### src/sv/wpc_pkg.sv
// Shared constants, codes and control types for the windowed pixel cursor.
// Used by the controller, datapath, divider and top level; depends on nothing.
`default_nettype none

package wpc_pkg;

  // Frame buffer geometry
  localparam int unsigned SCREEN_WIDTH = 240;
  // Width that holds the screen width and the largest window height
  localparam int GEOM_W = 13;
  // Linear pixel index: row * screen width + column
  localparam int PIX_W = 9 + GEOM_W + 1;

  // Shared divider: 17-bit dividend, divisor up to 512
  localparam int DIV_DVD_W = 17;
  localparam int DIV_DSR_W = 10;
  localparam int DIV_STEPS = DIV_DVD_W;
  localparam int DIV_CNT_W = $clog2(DIV_STEPS);

  // Stream and configuration widths
  localparam int IN_DATA_W   = 32;
  localparam int OUT_DATA_W  = 96;
  localparam int CFG_INDEX_W = 3;
  localparam int CFG_DATA_W  = 32;

  // Command carried in s_tuser
  typedef enum logic {
    CMD_WRITE = 1'b0,
    CMD_SKIP  = 1'b1
  } cmd_kind_t;

  // Configuration register indexes
  typedef enum logic [CFG_INDEX_W-1:0] {
    REG_FRAME_BASE = 3'd0,
    REG_WIN_LEFT   = 3'd1,
    REG_WIN_RIGHT  = 3'd2,
    REG_WIN_TOP    = 3'd3,
    REG_WIN_BOTTOM = 3'd4
  } reg_index_t;

  // Controller states
  typedef enum logic [2:0] {
    ST_IDLE,
    ST_EXEC,
    ST_DIV_Q,
    ST_DIV_R,
    ST_COMMIT
  } ctrl_state_t;

  // Controller to datapath
  typedef struct packed {
    logic load_in;
    logic div_start_q;
    logic div_start_r;
    logic commit;
  } ctrl_cmd_t;

  // Datapath to controller
  typedef struct packed {
    logic skip_long;
    logic div_busy;
    logic out_free;
  } dp_status_t;

endpackage

`default_nettype wire

### src/sv/wpc_divider.sv
// Restoring divider, one quotient bit per cycle, shared by both skip divisions.
// Depends on wpc_pkg for its widths.
`default_nettype none

module wpc_divider (
  input  wire logic                           clk,
  input  wire logic                           rst,
  input  wire logic                           start,
  input  wire logic [wpc_pkg::DIV_DVD_W-1:0]  dividend,
  input  wire logic [wpc_pkg::DIV_DSR_W-1:0]  divisor,
  output logic                                busy,
  output logic [wpc_pkg::DIV_DVD_W-1:0]       quotient,
  output logic [wpc_pkg::DIV_DSR_W-1:0]       remainder
);
  import wpc_pkg::*;

  logic [DIV_CNT_W-1:0] cnt;
  logic [DIV_DSR_W-1:0] dsr;
  logic [DIV_DSR_W:0]   trial;
  logic                 fits;

  // Bring down the next dividend bit and try a subtraction
  assign trial = {remainder, quotient[DIV_DVD_W-1]};
  assign fits  = trial >= {1'b0, dsr};

  // Control: run a fixed number of steps after start
  always_ff @(posedge clk) begin
    if (rst) begin
      busy <= 1'b0;
      cnt  <= '0;
    end else if (start) begin
      busy <= 1'b1;
      cnt  <= '0;
    end else if (busy) begin
      cnt <= cnt + 1'b1;
      if (cnt == DIV_CNT_W'(DIV_STEPS - 1)) begin
        busy <= 1'b0;
      end
    end
  end

  // Datapath: partial remainder and quotient shift register
  always_ff @(posedge clk) begin
    if (start) begin
      dsr       <= divisor;
      quotient  <= dividend;
      remainder <= '0;
    end else if (busy) begin
      quotient <= {quotient[DIV_DVD_W-2:0], fits};
      if (fits) begin
        remainder <= DIV_DSR_W'(trial - {1'b0, dsr});
      end else begin
        remainder <= trial[DIV_DSR_W-1:0];
      end
    end
  end

  // A new division never starts over one still in progress
  a_no_restart: assert property (@(posedge clk) disable iff (rst) start |-> !busy)
    else $error("divider restarted while busy");

  a_busy_after_start: assert property (@(posedge clk) disable iff (rst) start |=> busy)
    else $error("divider not busy after start");

endmodule

`default_nettype wire

### src/sv/wpc_ctrl.sv
// Controller state machine: sequences accept, execute, divisions and commit.
// Depends on wpc_pkg for state, command and status types.
`default_nettype none

module wpc_ctrl (
  input  wire logic                clk,
  input  wire logic                rst,
  input  wire logic                s_tvalid,
  output logic                     s_tready,
  input  wire wpc_pkg::dp_status_t status,
  output wpc_pkg::ctrl_cmd_t       cmd
);
  import wpc_pkg::*;

  ctrl_state_t state;
  ctrl_state_t state_next;

  // State register
  always_ff @(posedge clk) begin
    if (rst) begin
      state <= ST_IDLE;
    end else begin
      state <= state_next;
    end
  end

  // Next state and commands
  always_comb begin
    state_next = state;
    cmd        = '0;
    s_tready   = 1'b0;
    unique case (state)
      ST_IDLE: begin
        s_tready = 1'b1;
        if (s_tvalid) begin
          cmd.load_in = 1'b1;
          state_next  = ST_EXEC;
        end
      end
      ST_EXEC: begin
        if (status.skip_long) begin
          cmd.div_start_q = 1'b1;
          state_next      = ST_DIV_Q;
        end else if (status.out_free) begin
          cmd.commit = 1'b1;
          state_next = ST_IDLE;
        end
      end
      ST_DIV_Q: begin
        if (!status.div_busy) begin
          cmd.div_start_r = 1'b1;
          state_next      = ST_DIV_R;
        end
      end
      ST_DIV_R: begin
        if (!status.div_busy) begin
          state_next = ST_COMMIT;
        end
      end
      ST_COMMIT: begin
        if (status.out_free) begin
          cmd.commit = 1'b1;
          state_next = ST_IDLE;
        end
      end
      default: begin
        state_next = ST_IDLE;
      end
    endcase
  end

endmodule

`default_nettype wire

### src/sv/wpc_datapath.sv
// Datapath: window registers, cursor, address arithmetic and output register.
// Depends on wpc_pkg and instantiates wpc_divider for skip division and modulo.
`default_nettype none

module wpc_datapath (
  input  wire logic                            clk,
  input  wire logic                            rst,
  input  wire wpc_pkg::ctrl_cmd_t              cmd,
  output wpc_pkg::dp_status_t                  status,
  input  wire logic [wpc_pkg::IN_DATA_W-1:0]   s_tdata,
  input  wire logic                            s_tuser,
  input  wire logic                            cfg_valid,
  input  wire logic [wpc_pkg::CFG_INDEX_W-1:0] cfg_index,
  input  wire logic [wpc_pkg::CFG_DATA_W-1:0]  cfg_data,
  output logic                                 m_tvalid,
  input  wire logic                            m_tready,
  output logic [wpc_pkg::OUT_DATA_W-1:0]       m_tdata,
  output logic                                 m_tuser
);
  import wpc_pkg::*;

  // Configuration registers
  logic [31:0] frame_base;
  logic [7:0]  win_left;
  logic [7:0]  win_right;
  logic [8:0]  win_top;
  logic [8:0]  win_bottom;

  // Cursor
  logic [7:0] cur_col;
  logic [8:0] cur_row;

  // Held input beat
  cmd_kind_t   in_cmd;
  logic [15:0] in_color;
  logic [15:0] in_count;

  // Column remainder of the first division
  logic [7:0] col_rem;

  // Window geometry
  logic [7:0]        eff_right;
  logic [8:0]        eff_bottom;
  logic [8:0]        win_w;
  logic [9:0]        win_h;
  logic [GEOM_W-1:0] scr_w;
  logic [GEOM_W-1:0] w_ext;
  logic [7:0]        row_skip;

  // Step arithmetic
  logic [8:0]  col_inc;
  logic [9:0]  row_inc;
  logic [7:0]  col_off;
  logic [8:0]  cols_left;
  logic        skip_long;
  logic [15:0] rest;
  logic [16:0] row_sum;
  logic [7:0]  col_next;
  logic [8:0]  row_next;

  // Address
  logic [PIX_W-1:0] pix_idx;
  logic [31:0]      pix_addr;

  // Divider
  logic                 div_start;
  logic [DIV_DVD_W-1:0] div_dividend;
  logic [DIV_DSR_W-1:0] div_divisor;
  logic                 div_busy;
  logic [DIV_DVD_W-1:0] div_quo;
  logic [DIV_DSR_W-1:0] div_rem;

  logic cfg_home;

  // Window geometry, inverted edges collapse to one column or row
  assign eff_right  = (win_right < win_left) ? win_left : win_right;
  assign eff_bottom = (win_bottom < win_top) ? win_top : win_bottom;
  assign win_w      = {1'b0, eff_right} - {1'b0, win_left} + 9'd1;
  assign win_h      = {1'b0, eff_bottom} - {1'b0, win_top} + 10'd1;
  assign scr_w      = GEOM_W'(SCREEN_WIDTH);
  assign w_ext      = GEOM_W'(win_w);
  assign row_skip   = (scr_w > w_ext) ? 8'(scr_w - w_ext) : 8'd0;

  // Address of the cursor pixel, two bytes per pixel
  assign pix_idx  = PIX_W'(cur_row) * PIX_W'(SCREEN_WIDTH) + PIX_W'(cur_col);
  assign pix_addr = frame_base + 32'({pix_idx, 1'b0});

  // Single-pixel advance with row and frame wrap
  assign col_inc = {1'b0, cur_col} + 9'd1;
  assign row_inc = {1'b0, cur_row} + 10'd1;

  // Skip: distance to the end of the current line
  assign col_off   = cur_col - win_left;
  assign cols_left = win_w - {1'b0, col_off};
  assign skip_long = (in_cmd == CMD_SKIP) && (in_count >= 16'(cols_left));
  assign rest      = in_count - 16'(cols_left);
  assign row_sum   = 17'(cur_row - win_top) + 17'd1 + div_quo;

  // Select the cursor after the step
  always_comb begin
    priority if (in_cmd == CMD_WRITE) begin
      if (col_inc > {1'b0, eff_right}) begin
        col_next = win_left;
        row_next = (row_inc > {1'b0, eff_bottom}) ? win_top : row_inc[8:0];
      end else begin
        col_next = col_inc[7:0];
        row_next = cur_row;
      end
    end else if (!skip_long) begin
      col_next = cur_col + in_count[7:0];
      row_next = cur_row;
    end else begin
      col_next = win_left + col_rem;
      row_next = win_top + div_rem[8:0];
    end
  end

  // Divider operands: rest by width, then row sum by height
  assign div_start    = cmd.div_start_q | cmd.div_start_r;
  assign div_dividend = cmd.div_start_r ? row_sum : DIV_DVD_W'(rest);
  assign div_divisor  = cmd.div_start_r ? win_h : DIV_DSR_W'(win_w);

  wpc_divider u_div (
    .clk       (clk),
    .rst       (rst),
    .start     (div_start),
    .dividend  (div_dividend),
    .divisor   (div_divisor),
    .busy      (div_busy),
    .quotient  (div_quo),
    .remainder (div_rem)
  );

  // Status to the controller
  assign status.skip_long = skip_long;
  assign status.div_busy  = div_busy;
  assign status.out_free  = !m_tvalid || m_tready;

  // Hold the accepted input beat
  always_ff @(posedge clk) begin
    if (cmd.load_in) begin
      in_cmd   <= cmd_kind_t'(s_tuser);
      in_color <= s_tdata[15:0];
      in_count <= s_tdata[31:16];
    end
  end

  // Keep the column remainder while the divider works on the row
  always_ff @(posedge clk) begin
    if (cmd.div_start_r) begin
      col_rem <= div_rem[7:0];
    end
  end

  // Configuration writes; window writes home the cursor
  always_comb begin
    cfg_home = 1'b0;
    if (cfg_valid) begin
      unique case (reg_index_t'(cfg_index))
        REG_WIN_LEFT, REG_WIN_RIGHT, REG_WIN_TOP, REG_WIN_BOTTOM: cfg_home = 1'b1;
        default: cfg_home = 1'b0;
      endcase
    end
  end

  always_ff @(posedge clk) begin
    if (rst) begin
      frame_base <= '0;
      win_left   <= 8'd0;
      win_right  <= 8'd239;
      win_top    <= 9'd0;
      win_bottom <= 9'd319;
    end else if (cfg_valid) begin
      unique case (reg_index_t'(cfg_index))
        REG_FRAME_BASE: frame_base <= cfg_data;
        REG_WIN_LEFT:   win_left   <= cfg_data[7:0];
        REG_WIN_RIGHT:  win_right  <= cfg_data[7:0];
        REG_WIN_TOP:    win_top    <= cfg_data[8:0];
        REG_WIN_BOTTOM: win_bottom <= cfg_data[8:0];
        default: ;
      endcase
    end
  end

  // Cursor: advance on commit, home on window write
  always_ff @(posedge clk) begin
    if (rst) begin
      cur_col <= 8'd0;
      cur_row <= 9'd0;
    end else if (cmd.commit) begin
      cur_col <= col_next;
      cur_row <= row_next;
    end else if (cfg_home) begin
      cur_col <= (cfg_index == REG_WIN_LEFT) ? cfg_data[7:0] : win_left;
      cur_row <= (cfg_index == REG_WIN_TOP) ? cfg_data[8:0] : win_top;
    end
  end

  // Output register: hold the result beat until taken
  always_ff @(posedge clk) begin
    if (rst) begin
      m_tvalid <= 1'b0;
    end else if (cmd.commit) begin
      m_tvalid <= 1'b1;
    end else if (m_tready) begin
      m_tvalid <= 1'b0;
    end
  end

  always_ff @(posedge clk) begin
    if (cmd.commit) begin
      m_tuser <= (in_cmd == CMD_WRITE);
      m_tdata <= {6'd0, row_skip, win_h[8:0], win_w[7:0], row_next, col_next,
                  (in_cmd == CMD_WRITE) ? in_color : 16'd0, pix_addr};
    end
  end

  // Cursor stays inside the effective window
  a_col_in_window: assert property (@(posedge clk) disable iff (rst)
      (cur_col >= win_left) && (cur_col <= eff_right))
    else $error("cursor column outside window");

  a_row_in_window: assert property (@(posedge clk) disable iff (rst)
      (cur_row >= win_top) && (cur_row <= eff_bottom))
    else $error("cursor row outside window");

  // A result never overwrites a beat that has not been taken
  a_commit_free: assert property (@(posedge clk) disable iff (rst)
      cmd.commit |-> (!m_tvalid || m_tready))
    else $error("result committed over a waiting beat");

endmodule

`default_nettype wire

### src/sv/windowed_pixel_cursor.sv
// Windowed pixel cursor: frame-buffer address generator for a drawing window.
// A pixel write beat is loaded when accepted and committed from the execute state
// into the output register; a skip that stays on the current line takes the same
// path. A skip that crosses a line runs two passes of the shared 17-step restoring
// divider (offset by width, then rows by height) before its commit. No new input
// beat is taken until the last one has committed. The next input beat is taken while
// a result beat waits; its own result then holds until the output register is free.
// Window register writes move the cursor to the window's top-left corner.
// Depends on wpc_pkg, wpc_ctrl, wpc_datapath and wpc_divider.
`default_nettype none

module windowed_pixel_cursor (
  input  wire logic                            clk,
  input  wire logic                            rst,
  // Input stream
  input  wire logic                            s_tvalid,
  output logic                                 s_tready,
  input  wire logic [wpc_pkg::IN_DATA_W-1:0]   s_tdata,   // color[15:0], skip_count[31:16]
  input  wire logic                            s_tuser,   // command
  // Result stream
  output logic                                 m_tvalid,
  input  wire logic                            m_tready,
  // pixel_address[31:0], pixel_color[47:32], next_column[55:48], next_row[64:56],
  // window_width[72:65], window_height[81:73], row_skip[89:82], zero[95:90]
  output logic [wpc_pkg::OUT_DATA_W-1:0]       m_tdata,
  output logic                                 m_tuser,   // write_strobe
  // Configuration write channel
  input  wire logic                            cfg_valid,
  output logic                                 cfg_ready,
  input  wire logic [wpc_pkg::CFG_INDEX_W-1:0] cfg_index,
  input  wire logic [wpc_pkg::CFG_DATA_W-1:0]  cfg_data
);
  import wpc_pkg::*;

  ctrl_cmd_t  cmd;
  dp_status_t status;

  // Register writes are taken in any cycle
  assign cfg_ready = 1'b1;

  wpc_ctrl u_ctrl (
    .clk      (clk),
    .rst      (rst),
    .s_tvalid (s_tvalid),
    .s_tready (s_tready),
    .status   (status),
    .cmd      (cmd)
  );

  wpc_datapath u_dp (
    .clk       (clk),
    .rst       (rst),
    .cmd       (cmd),
    .status    (status),
    .s_tdata   (s_tdata),
    .s_tuser   (s_tuser),
    .cfg_valid (cfg_valid),
    .cfg_index (cfg_index),
    .cfg_data  (cfg_data),
    .m_tvalid  (m_tvalid),
    .m_tready  (m_tready),
    .m_tdata   (m_tdata),
    .m_tuser   (m_tuser)
  );

endmodule

`default_nettype wire

### config.mk
export PLATFORM = sky130hd
export DESIGN_NAME = windowed_pixel_cursor
export DESIGN_NICKNAME = d
export VERILOG_FILES = /design/src/sv/wpc_pkg.sv /design/src/sv/wpc_divider.sv /design/src/sv/wpc_ctrl.sv /design/src/sv/wpc_datapath.sv /design/src/sv/windowed_pixel_cursor.sv
export SDC_FILE = /design/constraint.sdc
export NUM_CORES = 1
export LEC_CHECK = 0
export ABC_AREA = 0
export ABC_CLOCK_PERIOD_IN_PS = 15900
export BUFFER_PORTS_ARGS = -buffer_cell sky130_fd_sc_hd__buf_2
export CAP_MARGIN = 0
export CORE_UTILIZATION = 43
export DETAILED_ROUTE_END_ITERATION = 16
export HOLD_SLACK_MARGIN = 0.05
export PLACE_DENSITY_LB_ADDON = 0.15
export SYNTH_ARGS = -nofsm -noshare
export SYNTH_HDL_FRONTEND = slang
export SYNTH_HIERARCHICAL = 1
export SYNTH_SLANG_ARGS = --single-unit
### constraint.sdc
create_clock -name clk -period 15.9 [get_ports clk]
set_input_delay 2.385 -clock clk [delete_from_list [all_inputs] [get_ports clk]]
set_output_delay 2.385 -clock clk [all_outputs]
set_load 0.01 [all_outputs]
# Word-level counts from Yosys, hierarchy flattened
# Cells that the tools add are included.
[word_totals]
regBits = 262
inputBits = 73
wordCells = 122
[op_classes]
add_sub_neg = 20
n_mul = 1
magnitude_cmp = 7
eq_ne = 12
n_mux = 43
bitwise = 2
n_reduce_logical = 14
[ops]
columns = ["cell", "count"]
rows = [
  ["$mux W9", 9],
  ["$mux W8", 7],
  ["$mux W17", 3],
  ["$add A32 B24 Y32", 1],
  ["$sub A9 B9 Y10", 2],
  ["$add A17 B8 Y18", 1],
  ["$add A17 B1 Y17 const B", 1],
  ["$add A17 B17 Y17", 1],
  ["$add A8 B8 Y8", 2],
  ["$ge A16 B9 Y1", 1],
  ["$mux W1", 16],
  ["$sub A16 B9 Y16", 1],
  ["$mux W3", 5],
  ["$pmux W3 S5", 1],
  ["$mul A9 B4 Y13 const B", 1],
  ["$eq A3 B2 Y1 const B", 4],
  ["$ge A11 B10 Y1", 1],
  ["$add A10 B1 Y10 const B", 1],
  ["$add A9 B1 Y10 const B", 1],
  ["$gt A10 B9 Y1", 1],
  ["$mux W10", 1],
  ["$sub A10 B10 Y10", 1],
  ["$add A8 B1 Y9 const B", 1],
  ["$add A9 B1 Y9 const B", 1],
  ["other kinds (26)", 35],
]

# Logic depth before layout (Yosys ltp)
# Gate-level depths: netlist (run 1).
[logic_depth]
ltp_word = 11
ltp_mapped = 39
ltp_nobuf = 35

# Hierarchy
# Netlist (run 1), hierarchy kept.
[by_module_without_submodules]
columns = ["module", "n_inst", "cells_per_inst", "area_per_inst_um2", "seq_area_each_um2"]
rows = [
  ["wpc_datapath", 1, 1702, 15940.3, 5645.4],
  ["wpc_divider", 1, 195, 2250.9, 1131.1],
  ["wpc_ctrl", 1, 31, 225.2, 60.1],
  ["windowed_pixel_cursor", 1, 2, 11.3, 0.0],
]

# Worst setup path after synthesis (run 1)
# No wires, ideal clock.
[synth_path]
path_kind = "reg2reg"
from = "reg u_dp.win_left[1]"
to = "reg u_dp.cur_col[6]"
setup_time_ns = 0.126
arrival_time_ns = 14.009
required_ns = 15.774
slack_ns = 1.765
path_stages_with_launch = 36
path_cell_list = "dfxtp_1 > inv_1 > ha_1 > a21o_1 > a21o_1 > a21oi_1 > nor2b_1 > o21ai_0 > a21oi_1 > clkbuf_1 > mux2_2 > ha_1 > ha_1 > fa_1 > a21oi_1 > nor2_1 > nor2_1 > xnor2_1 > ha_1 > a2111o_1 > o221ai_1 > xnor2_1 > ha_1 > or4_1 > or2_4 > nor4_4 > nor2_1 > buf_4 > nor3b_1 > a21oi_1 > nor3b_1 > clkbuf_1 > or2_2 > clkbuf_2 > o32a_1 > o41ai_1"
[synth_rtl]
columns = ["item", "line_no", "text"]
rows = [
  ["start, declared", "wpc_datapath.sv:24", "logic [7:0] win_left;"],
  ["start signal, assigned", "wpc_datapath.sv:176", "REG_WIN_LEFT: win_left <= cfg_data[7:0];"],
  ["end signal, assigned", "wpc_datapath.sv:191", "cur_col <= col_next;"],
  ["end signal, assigned", "wpc_datapath.sv:194", "cur_col <= (cfg_index == REG_WIN_LEFT) ? cfg_data[7:0] : win_left;"],
  ["end, declared", "wpc_datapath.sv:30", "logic [7:0] cur_col;"],
]

==> results of run 1 <==
## worst max path at each step
stage                                  startpoint  cells after the start                      endpoint
global route        u_dp/win_left[1]$_SDFFE_PP0P_                     35  u_dp/cur_col[6]$_SDFFE_PP0P_
CTS                 u_dp/win_left[1]$_SDFFE_PP0P_                     35  u_dp/cur_col[6]$_SDFFE_PP0P_
floorplan           u_dp/win_left[1]$_SDFFE_PP0P_                     35  u_dp/cur_col[6]$_SDFFE_PP0P_
detailed placement  u_dp/win_left[1]$_SDFFE_PP0P_                     35  u_dp/cur_col[6]$_SDFFE_PP0P_
global placement    u_dp/win_left[1]$_SDFFE_PP0P_                     36  u_dp/cur_col[6]$_SDFFE_PP0P_
finish              u_dp/win_left[1]$_SDFFE_PP0P_                     35  u_dp/cur_col[6]$_SDFFE_PP0P_
## kinds of logic after synthesis
family | Yosys count | synth area share
xor+xnor | 157 | 0.0754
buf+inv | 185 | 0.0433
fa+ha+maj | 222 | 0.162
mux | 89 | 0.0509
flops | 262 | 0.371
simple gates | 600 | 0.156
other cells | 2 | 0.000408
compound gates | 413 | 0.141
## power by group
part	leakage, nW	internal (mW)	switching [mW]
logic	5.70	0.480	0.651
clock network	0.537	0.475	0.291
registers	2.34	0.824	0.0735
## registers in the layout, indices dropped and copies added (netlist names)
name                  flops
u_dp/m_tdata             90
u_dp/frame_base          32
u_dp/u_div/quotient      17
u_dp/in_color            16
u_dp/in_count            16
u_dp/u_div/dsr           10
u_dp/u_div/remainder     10
u_dp/cur_row              9
u_dp/win_bottom           9
u_dp/win_top              9
u_dp/col_rem              8
u_dp/cur_col              8
u_dp/win_left             8
u_dp/win_right            8
u_dp/u_div/cnt            5
u_ctrl/state              3
u_dp/in_cmd               1
u_dp/m_tuser              1
u_dp/m_tvalid             1
u_dp/u_div/busy           1
## routing by layer
metal	vias to the layer above	share of wire	wire length (microns)	GRT usage
met3	79	0.044	2200	0.0251
met4	0	0.026	1280	0.0639
li1	7161	-	-	-
met2	362	0.47	23600	0.383
met5	-	0	0	0
met1	6902	0.46	23100	0.306
## placed cells by master (no fill, tap or decap), drive strengths merged, types with 7 or more instances in the layout
cell,n
a211oi,30
a21o,28
a21oi,173
and2,7
and3,15
buf,181
clkbuf,41
clkinv,8
conb,7
dfxtp,103
edfxtp,159
fa,28
ha,194
inv,112
mux2,37
mux2i,52
nand2,213
nand2b,25
nand3,36
nand3b,19
nand4,11
nor2,138
nor2b,43
nor3,45
nor3b,8
o21a,16
o21ai,70
o21bai,8
o2bb2ai,8
o31ai,7
or2,14
or3,9
xnor2,108
xor2,48
## layout make-up
class,instances,area share
inverter,112,0.0202
timing repair buffer,181,0.0454
clock buffer,41,0.0411
clock inverter,17,0.0118
multi-input combinational,1488,0.521
sequential,262,0.328
tap,539,0.0324
## per-stage QoR
stage,hold WS [ns],power (mW),setup WS [ns],util
CTS,0.441,2.82,6.58,0.494
global placement,0.414,2.02,6.84,0.468
floorplan,0.408,1.76,1.76,-
global route,0.457,2.98,5.89,0.494
detailed placement,0.427,2.04,6.62,0.468
finish,0.435,2.79,6.58,0.494
==> results.cfg, run 1 <==
[run_status]
status = finished clean

[clocking]
holdBufCountCts = 0
numCtsBuffers = 31
clk_latency_ns = 0.59
h-tree-depth = 1
clkTransAtPathRegs_ns = 0.06
cts.sinks = 262
clock_path_buffers = 3
cts_tree = done
cts-resized-gates = 0
postCtsSetupBuffers = 0
cts_root_buf = clkbuf_16

[worst_setup_path]
cp_top_family = buffers and inverters
crit_arrival_ns = 9.76
reg2reg_depth = 35
cpPeakStageDelay_ns = 0.81
startpoint_type = register
critPathMaxFanout = 76
reg2reg_from = u_dp/win_left[1]$_SDFFE_PP0P_
cp-end-kind = register
cp_num_buf_inv = 5
reg2reg_setup_slack_ns = 6.58
critPathSlowestCell = buf_4
cp.required_ns = 16.34
timing.rr.end = u_dp/cur_col[6]$_SDFFE_PP0P_
critical_path_class = reg2reg

[logic_synthesis]
async_flop_share = 0
avgSynthCellArea_sq_um = 9.55
synth-main-ff-cell = edfxtp_1
ys_seq_elements = 262
synth-edff-count = 159
synth_top_area_cell = edfxtp_1
yosys-top-cells-area = edfxtp_1 (26%), ha_1 (13%), dfxtp_1 (11%)
yosysMostFrequentCell = nand2_1
synth_area_sq_um = 18400
yosysUniqueCellTypes = 88
yosys_warnings = 6
synthCells = 1930
synth.yosys.seq_area_share = 0.371
synth_top_cell_area_share = 0.259
ys_top_cells_by_count = nand2_1 (212), ha_1 (194), a21oi_1 (173)

[worst_hold_path]
worst_hold_path_type = reg2reg
hp-start = u_dp/frame_base[0]$_SDFFE_PP0P_
hold_path_depth = 0
worstHoldEndpoint = u_dp/m_tdata[0]$_DFFE_PP_

[timing]
rsz0062_at_grt = false
hold_viol_final = 0
tightest_slew_ns = 1.23
setup_tns_ns = 0
maxSlewHeadroom = 0.178
skew_ns = 0.0162
max_freq_mhz = 107
setup_viol = 0
finalMaxSlewViolations = 0
period_share = 0.586
layout_min_cycle_time_ns = 9.32

[drt]
ant_nets = 0
viasPerCell = 5.49
drt_iter0_drc = 780
vias = 14504
dr.pass1.iters = 7
drt_wl_total_microns = 50100
route.detailed.drc = 0
wl_per_cell_microns = 19.0

[power_and_ir_drop]
power_leakage_nw = 8.57
peakVddDrop_mv = 0.0974
power-per-cell-area_nw_per_um2 = 134

[global_route]
grt.overflow.total = 0
grt_max_degree = 77
grt_pass1_wl_microns = 78000
grt_pass1_vias = 14245
antenna_found_initial = 0
grt_usage = 0.227

[layout]
nets = 2371
fin_cells = 2640
area_growth_pct = 13.0
regArea_sq_um = 6840
fin_area_sq_um = 20800
multi_input_area_sq_um = 10800
fillers = 3942
antenna_cells = 0
drive_above_1_share = 0.146

[floorplan]
core_region_area_sq_um = 42100
die_width_microns = 209
start_util = 0.437
fp.dieH_microns = 209
ios = 173
dieArea_sq_um = 43700
fp-row-count = 75

[placement]
port_buffers = 165
place_area_sq_um = 19700
place_congestion = 0.908
dp_cells = 2582
dp.final_hpwl_microns = 37900

[flow_run]
cap_violations = 0
No activity file was read; power rests on OpenSTA's default activity.
==> run 2: changes to the inputs <==
Settings changed: ABC_CLOCK_PERIOD_IN_PS 15900 to 9000.
Clock period 15.9 ns to 9 ns, I/O delays scaled along.
==> run 2 against run 1 <==
Net effect: routed wire length is 1.4% lower; power rose by 74%; critical path type unchanged; largest cell class unchanged; clock-buffer cell count shrank 3; non-clock buffer count is 5 higher; die area is the same; critical path depth down 5; first-iteration DRC count is 7.2% higher.
==> results.cfg, run 2 (same netlist as run 1, synthesis figures left out) <==
[timing]
skew_ns = 0.0352
maxSlewHeadroom = 0.321
setup_viol = 0
hold_viol_final = 0
rsz0062_at_grt = false
setup_ws_ns = 0.693
period_share = 0.923
finalMaxSlewViolations = 0
tightest_slew_ns = 1.01
layout_min_cycle_time_ns = 8.31
max_freq_mhz = 120

[clocking]
cts.sinks = 262
cts_tree = done
postCtsSetupBuffers = 0
clkTransAtPathRegs_ns = 0.06
holdBufCountCts = 0
clock_path_buffers = 3
clk_latency_ns = 0.61
numCtsBuffers = 30
cts_root_buf = clkbuf_16
h-tree-depth = 1

[layout]
area_growth_pct = 13.4
largest_register = u_dp/m_tdata
largest_reg_flops = 90
regArea_sq_um = 6840
final_common_cell = nand2_1
drive_above_1_share = 0.153
fin_cells = 2644
multi_input_area_sq_um = 11000
fillers = 3884
nets = 2375
largestRegisters = u_dp/m_tdata: 90 flops, u_dp/frame_base: 32 flops, u_dp/u_div/quotient: 17 flops
final_cell_mix = nand2_1 (212), ha_1 (189), a21oi_1 (169)

[worst_setup_path]
cp-end-kind = register
cp.required_ns = 9.23
cp_top_family = simple AND/OR/NAND/NOR gates
critPathMaxFanout = 26
startpoint = u_dp/win_left[2]$_SDFFE_PP0P_
reg2reg_from = u_dp/win_left[2]$_SDFFE_PP0P_
reg2reg_depth = 30
startpoint_type = register
critPathSlowestCell = or2_2
critPathMostFrequentCell = ha_1
critical_path_class = reg2reg
crit_arrival_ns = 8.54
timing.rr.end = u_dp/u_div/quotient[16]$_DFFE_PP_
cp_num_buf_inv = 2
reg2reg_setup_slack_ns = 0.69
cpPeakStageDelay_ns = 0.51

[floorplan]
dieArea_sq_um = 43700
core_region_area_sq_um = 42100
fp-row-count = 75
fp.dieH_microns = 209
ios = 173
die_width_microns = 209
start_util = 0.437

[worst_hold_path]
worstHoldEndpoint = u_dp/m_tdata[0]$_DFFE_PP_
hp-start = u_dp/frame_base[0]$_SDFFE_PP0P_
worst_hold_path_type = reg2reg
hold_path_depth = 0

[power_and_ir_drop]
power.internal_mw = 3.06
power.total_mw = 4.87
switching_share = 0.373
seq_power_share = 0.324
power.net_switching_mw = 1.82
pwr-share-comb = 0.419
power-per-cell-area_nw_per_um2 = 233
power_leakage_nw = 8.57
p_clk_frac = 0.256
peakVddDrop_mv = 0.168

[drt]
ant_nets = 0
dr.pass1.iters = 5
route.detailed.drc = 0
viasPerCell = 5.48
drt_iter0_drc = 836
vias = 14487
drt_wl_total_microns = 49400
wl_per_cell_microns = 18.7

[placement]
dp.final_hpwl_microns = 37600
dp_cells = 2587
post-place-ws_ns = 0.596
port_buffers = 165
place_congestion = 0.894

[global_route]
grt.overflow.total = 0
grt_usage = 0.224
grt_pass1_wl_microns = 77300
antenna_found_initial = 0
grt_pass1_vias = 14212
grt_max_degree = 100

[flow_run]
cap_violations = 0

[run_status]
status = finished clean
run 2: cell count changes in the layout (fill, tap and decap cells not counted), sizes merged, moves of 2 or more:
cell | previous run | this run
clkinvlp | 3 | 1
bufinv | 6 | 4
clkinv | 8 | 14
clkbuf | 41 | 38
buf | 181 | 186
run 2: layout make-up:
type | count | area share
timing repair buffer | 186 | 0.0477
inverter | 112 | 0.0204
multi-input combinational | 1488 | 0.524
antenna | 1 | 0.000120
sequential | 262 | 0.327
clock buffer | 38 | 0.0378
tap | 539 | 0.0323
clock inverter | 18 | 0.0102
run 2: through the flow:
step	instance area, sq um	utilization	TNS (ns)	hold slack, ns
global route	20900	0.496	0	0.450
floorplan	18600	-	-0.600	0.408
CTS	20900	0.496	0	0.438
global placement	19900	0.472	0	0.422
detailed placement	19900	0.472	0	0.424
finish	20900	0.496	0	0.438
run 2: worst max path at each step:
stage | endpoint | slack [ns] | cells past startpoint
6_report | u_dp/u_div/quotient[16]$_DFFE_PP_ | 0.69 | 30
5_1_grt | u_dp/u_div/quotient[10]$_DFFE_PP_ | 0.12 | 30
4_1_cts | u_dp/u_div/quotient[11]$_DFFE_PP_ | 0.52 | 30
3_5_place_dp | u_dp/u_div/quotient[16]$_DFFE_PP_ | 0.60 | 30
3_3_place_gp | u_dp/u_div/quotient[10]$_DFFE_PP_ | 0.86 | 30
2_1_floorplan | u_dp/cur_col[6]$_SDFFE_PP0P_ | -0.10 | 35
run 2: power by group through the flow:
stage / clock, mW / combinational [mW] / sequential [mW]
finish: 1.25 / 2.04 / 1.58
CTS: 1.28 / 2.04 / 1.58
floorplan: 0 / 1.57 / 1.56
global placement: 0 / 2.00 / 1.60
global route: 1.33 / 2.27 / 1.59
detailed placement: 0 / 2.02 / 1.60
run 2: what timing repair did:
item | CTS | global route
endpoints found under the hold margin | 0 | 0
resized for setup | 0 | 1
endpoints found under the setup margin | 0 | 18
run 2: metal layers:
| metal | global-route usage | vias up | wire length [microns] |
|---|---|---|---|
| met1 | 0.294 | 6907 | 22400 |
| met3 | 0.0277 | 76 | 2020 |
| met4 | 0.0735 | 0 | 1470 |
| met5 | 0 | - | 0 |
| met2 | 0.383 | 323 | 23500 |
| li1 | - | 7181 | - |
==> run 3: changes to the inputs <==
Settings changed: PLACE_DENSITY set to 0.6, PLACE_DENSITY_LB_ADDON 0.15 to unset.
==> run 3 against run 2 <==
Net effect: global-route usage grew 0.12 points; sequential power is essentially flat; cell count grew 0.15%; combinational power is essentially flat; routed wire length grew 0.66%; die area is the same; sequential share of layout area grew 0.090 points; core utilization shrank 0.14 points; critical endpoint is now u_dp/u_div/quotient[7]$_DFFE_PP_; clock skew shrank 0.014 ns; non-clock buffer count grew 1; worst hold slack lost 0.0025 ns.
==> results.cfg, run 3 (same netlist as run 1, synthesis figures left out) <==
[flow_run]
cap_violations = 0

[timing]
setup_viol = 0
skew_ns = 0.0210
tightest_slew_ns = 0.983
max_freq_mhz = 123
maxSlewHeadroom = 0.344
rsz0062_at_grt = false
hold_viol_final = 0
whs_ns = 0.435
finalMaxSlewViolations = 0
period_share = 0.902
layout_min_cycle_time_ns = 8.12
setup_tns_ns = 0

[layout]
final_common_cell = nand2_1
fin_area_sq_um = 20800
largest_reg_flops = 90
fin_cells = 2648
nets = 2377
area_growth_pct = 13.1
fillers = 3919
final_cell_mix = nand2_1 (212), ha_1 (189), a21oi_1 (169)
largestRegisters = u_dp/m_tdata: 90 flops, u_dp/frame_base: 32 flops, u_dp/u_div/quotient: 17 flops
largest_register = u_dp/m_tdata
drive_above_1_share = 0.152

[floorplan]
ios = 173
start_util = 0.437
core_region_area_sq_um = 42100
fp-row-count = 75
dieArea_sq_um = 43700
die_width_microns = 209
fp.dieH_microns = 209

[drt]
wl_per_cell_microns = 18.8
topRoutingLayerUsed = met4
dr.pass1.iters = 5
drt_iter0_drc = 912
ant_nets = 0
vias = 14513
m1WireLength_microns = 22700
route.detailed.drc = 0
wl_met3_microns = 2190
viasPerCell = 5.48
drt_wl_total_microns = 49700
met2_length_microns = 23600

[placement]
place_area_sq_um = 19900
place_congestion = 0.913
dp.final_hpwl_microns = 38000
dp_cells = 2588
port_buffers = 165

[run_status]
status = finished clean

[worst_setup_path]
timing.rr.end = u_dp/u_div/quotient[7]$_DFFE_PP_
reg2reg_from = u_dp/win_left[2]$_SDFFE_PP0P_
cp.required_ns = 9.22
critPathSlowestCell = or2_2
cp-end-kind = register
reg2reg_setup_slack_ns = 0.88
critPathMaxFanout = 29
cpPeakStageDelay_ns = 0.59
reg2reg_depth = 30
critical_path_class = reg2reg
critPathMostFrequentCell = ha_1
startpoint_type = register
crit_arrival_ns = 8.34

[clocking]
postCtsSetupBuffers = 0
clock_path_buffers = 3
holdBufCountCts = 0
cts.sinks = 262
clkTransAtPathRegs_ns = 0.06
clk_latency_ns = 0.58
cts_root_buf = clkbuf_16
cts_tree = done
numCtsBuffers = 31
h-tree-depth = 1

[power_and_ir_drop]
power_leakage_nw = 8.55
peakVddDrop_mv = 0.168
power-per-cell-area_nw_per_um2 = 230

[global_route]
antenna_found_initial = 1
grt_usage = 0.225
grt.overflow.total = 0
grt_max_degree = 81
grt_pass1_vias = 14215
grt_pass1_wl_microns = 78100

[worst_hold_path]
hp-start = u_dp/frame_base[0]$_SDFFE_PP0P_
worstHoldEndpoint = u_dp/m_tdata[0]$_DFFE_PP_
hold_path_depth = 0
worst_hold_path_type = reg2reg
## run 3: worst max-delay path by stage
stage / from / to / slack (ns)
floorplan: u_dp/win_left[1]$_SDFFE_PP0P_ / u_dp/cur_col[6]$_SDFFE_PP0P_ / -0.10
global placement: u_dp/win_left[1]$_SDFFE_PP0P_ / u_dp/u_div/quotient[10]$_DFFE_PP_ / 0.84
detailed placement: u_dp/win_left[2]$_SDFFE_PP0P_ / u_dp/u_div/quotient[16]$_DFFE_PP_ / 0.69
CTS: u_dp/win_left[2]$_SDFFE_PP0P_ / u_dp/u_div/quotient[4]$_DFFE_PP_ / 0.63
global route: u_dp/win_left[2]$_SDFFE_PP0P_ / u_dp/u_div/quotient[2]$_DFFE_PP_ / 0.18
finish: u_dp/win_left[2]$_SDFFE_PP0P_ / u_dp/u_div/quotient[7]$_DFFE_PP_ / 0.88
## run 3: cell type report
cell class,instances,area [sq um],share of cell area
Multi-Input combinational cell,1488,11000,0.526
Tap cell,539,674,0.0324
Timing Repair Buffer,187,991,0.0475
Inverter,112,425,0.0204
Clock buffer,41,833,0.0400
Antenna cell,2,5.00,0.000240
Clock inverter,17,116,0.00558
Sequential cell,262,6840,0.328
## run 3: per-stage QoR
stage,worst slack (ns),utilization,total power [mW]
after CTS,0.634,0.495,4.83
after global routing,0.178,0.495,5.12
after global placement,0.836,0.472,3.60
final,0.882,0.495,4.80
after detailed placement,0.694,0.472,3.63
after floorplan,-0.105,-,3.13
## run 3: where the power goes
group	internal [mW]	total, mW	leakage (nW)	switching (mW)
logic	0.867	2.04	5.75	1.17
clock network	0.677	1.18	0.463	0.504
registers	1.45	1.58	2.34	0.125
## run 3: timing repair
action / 4_1_cts / 5_1_grt
hold endpoints to repair: 0 / 0
endpoints found under the setup margin: 0 / 18
resized for setup: 0 / 1
## run 3: worst max-delay path, delay by kind of cell (launching register included)
family | cells | cell delay, ns
buf+inv | 3 | 0.51
mux | 1 | 0.35
fa+ha+maj | 5 | 1.53
xor+xnor | 2 | 0.50
compound gates | 10 | 1.97
flops | 1 | 0.42
simple gates | 9 | 2.44
## run 3: per-layer routing
layer  GRT usage  vias to the layer above
met1       0.301                     6917
li1            -                     7191
met5           0                        -
met3      0.0260                       70
met4      0.0601                        0
met2       0.385                      335
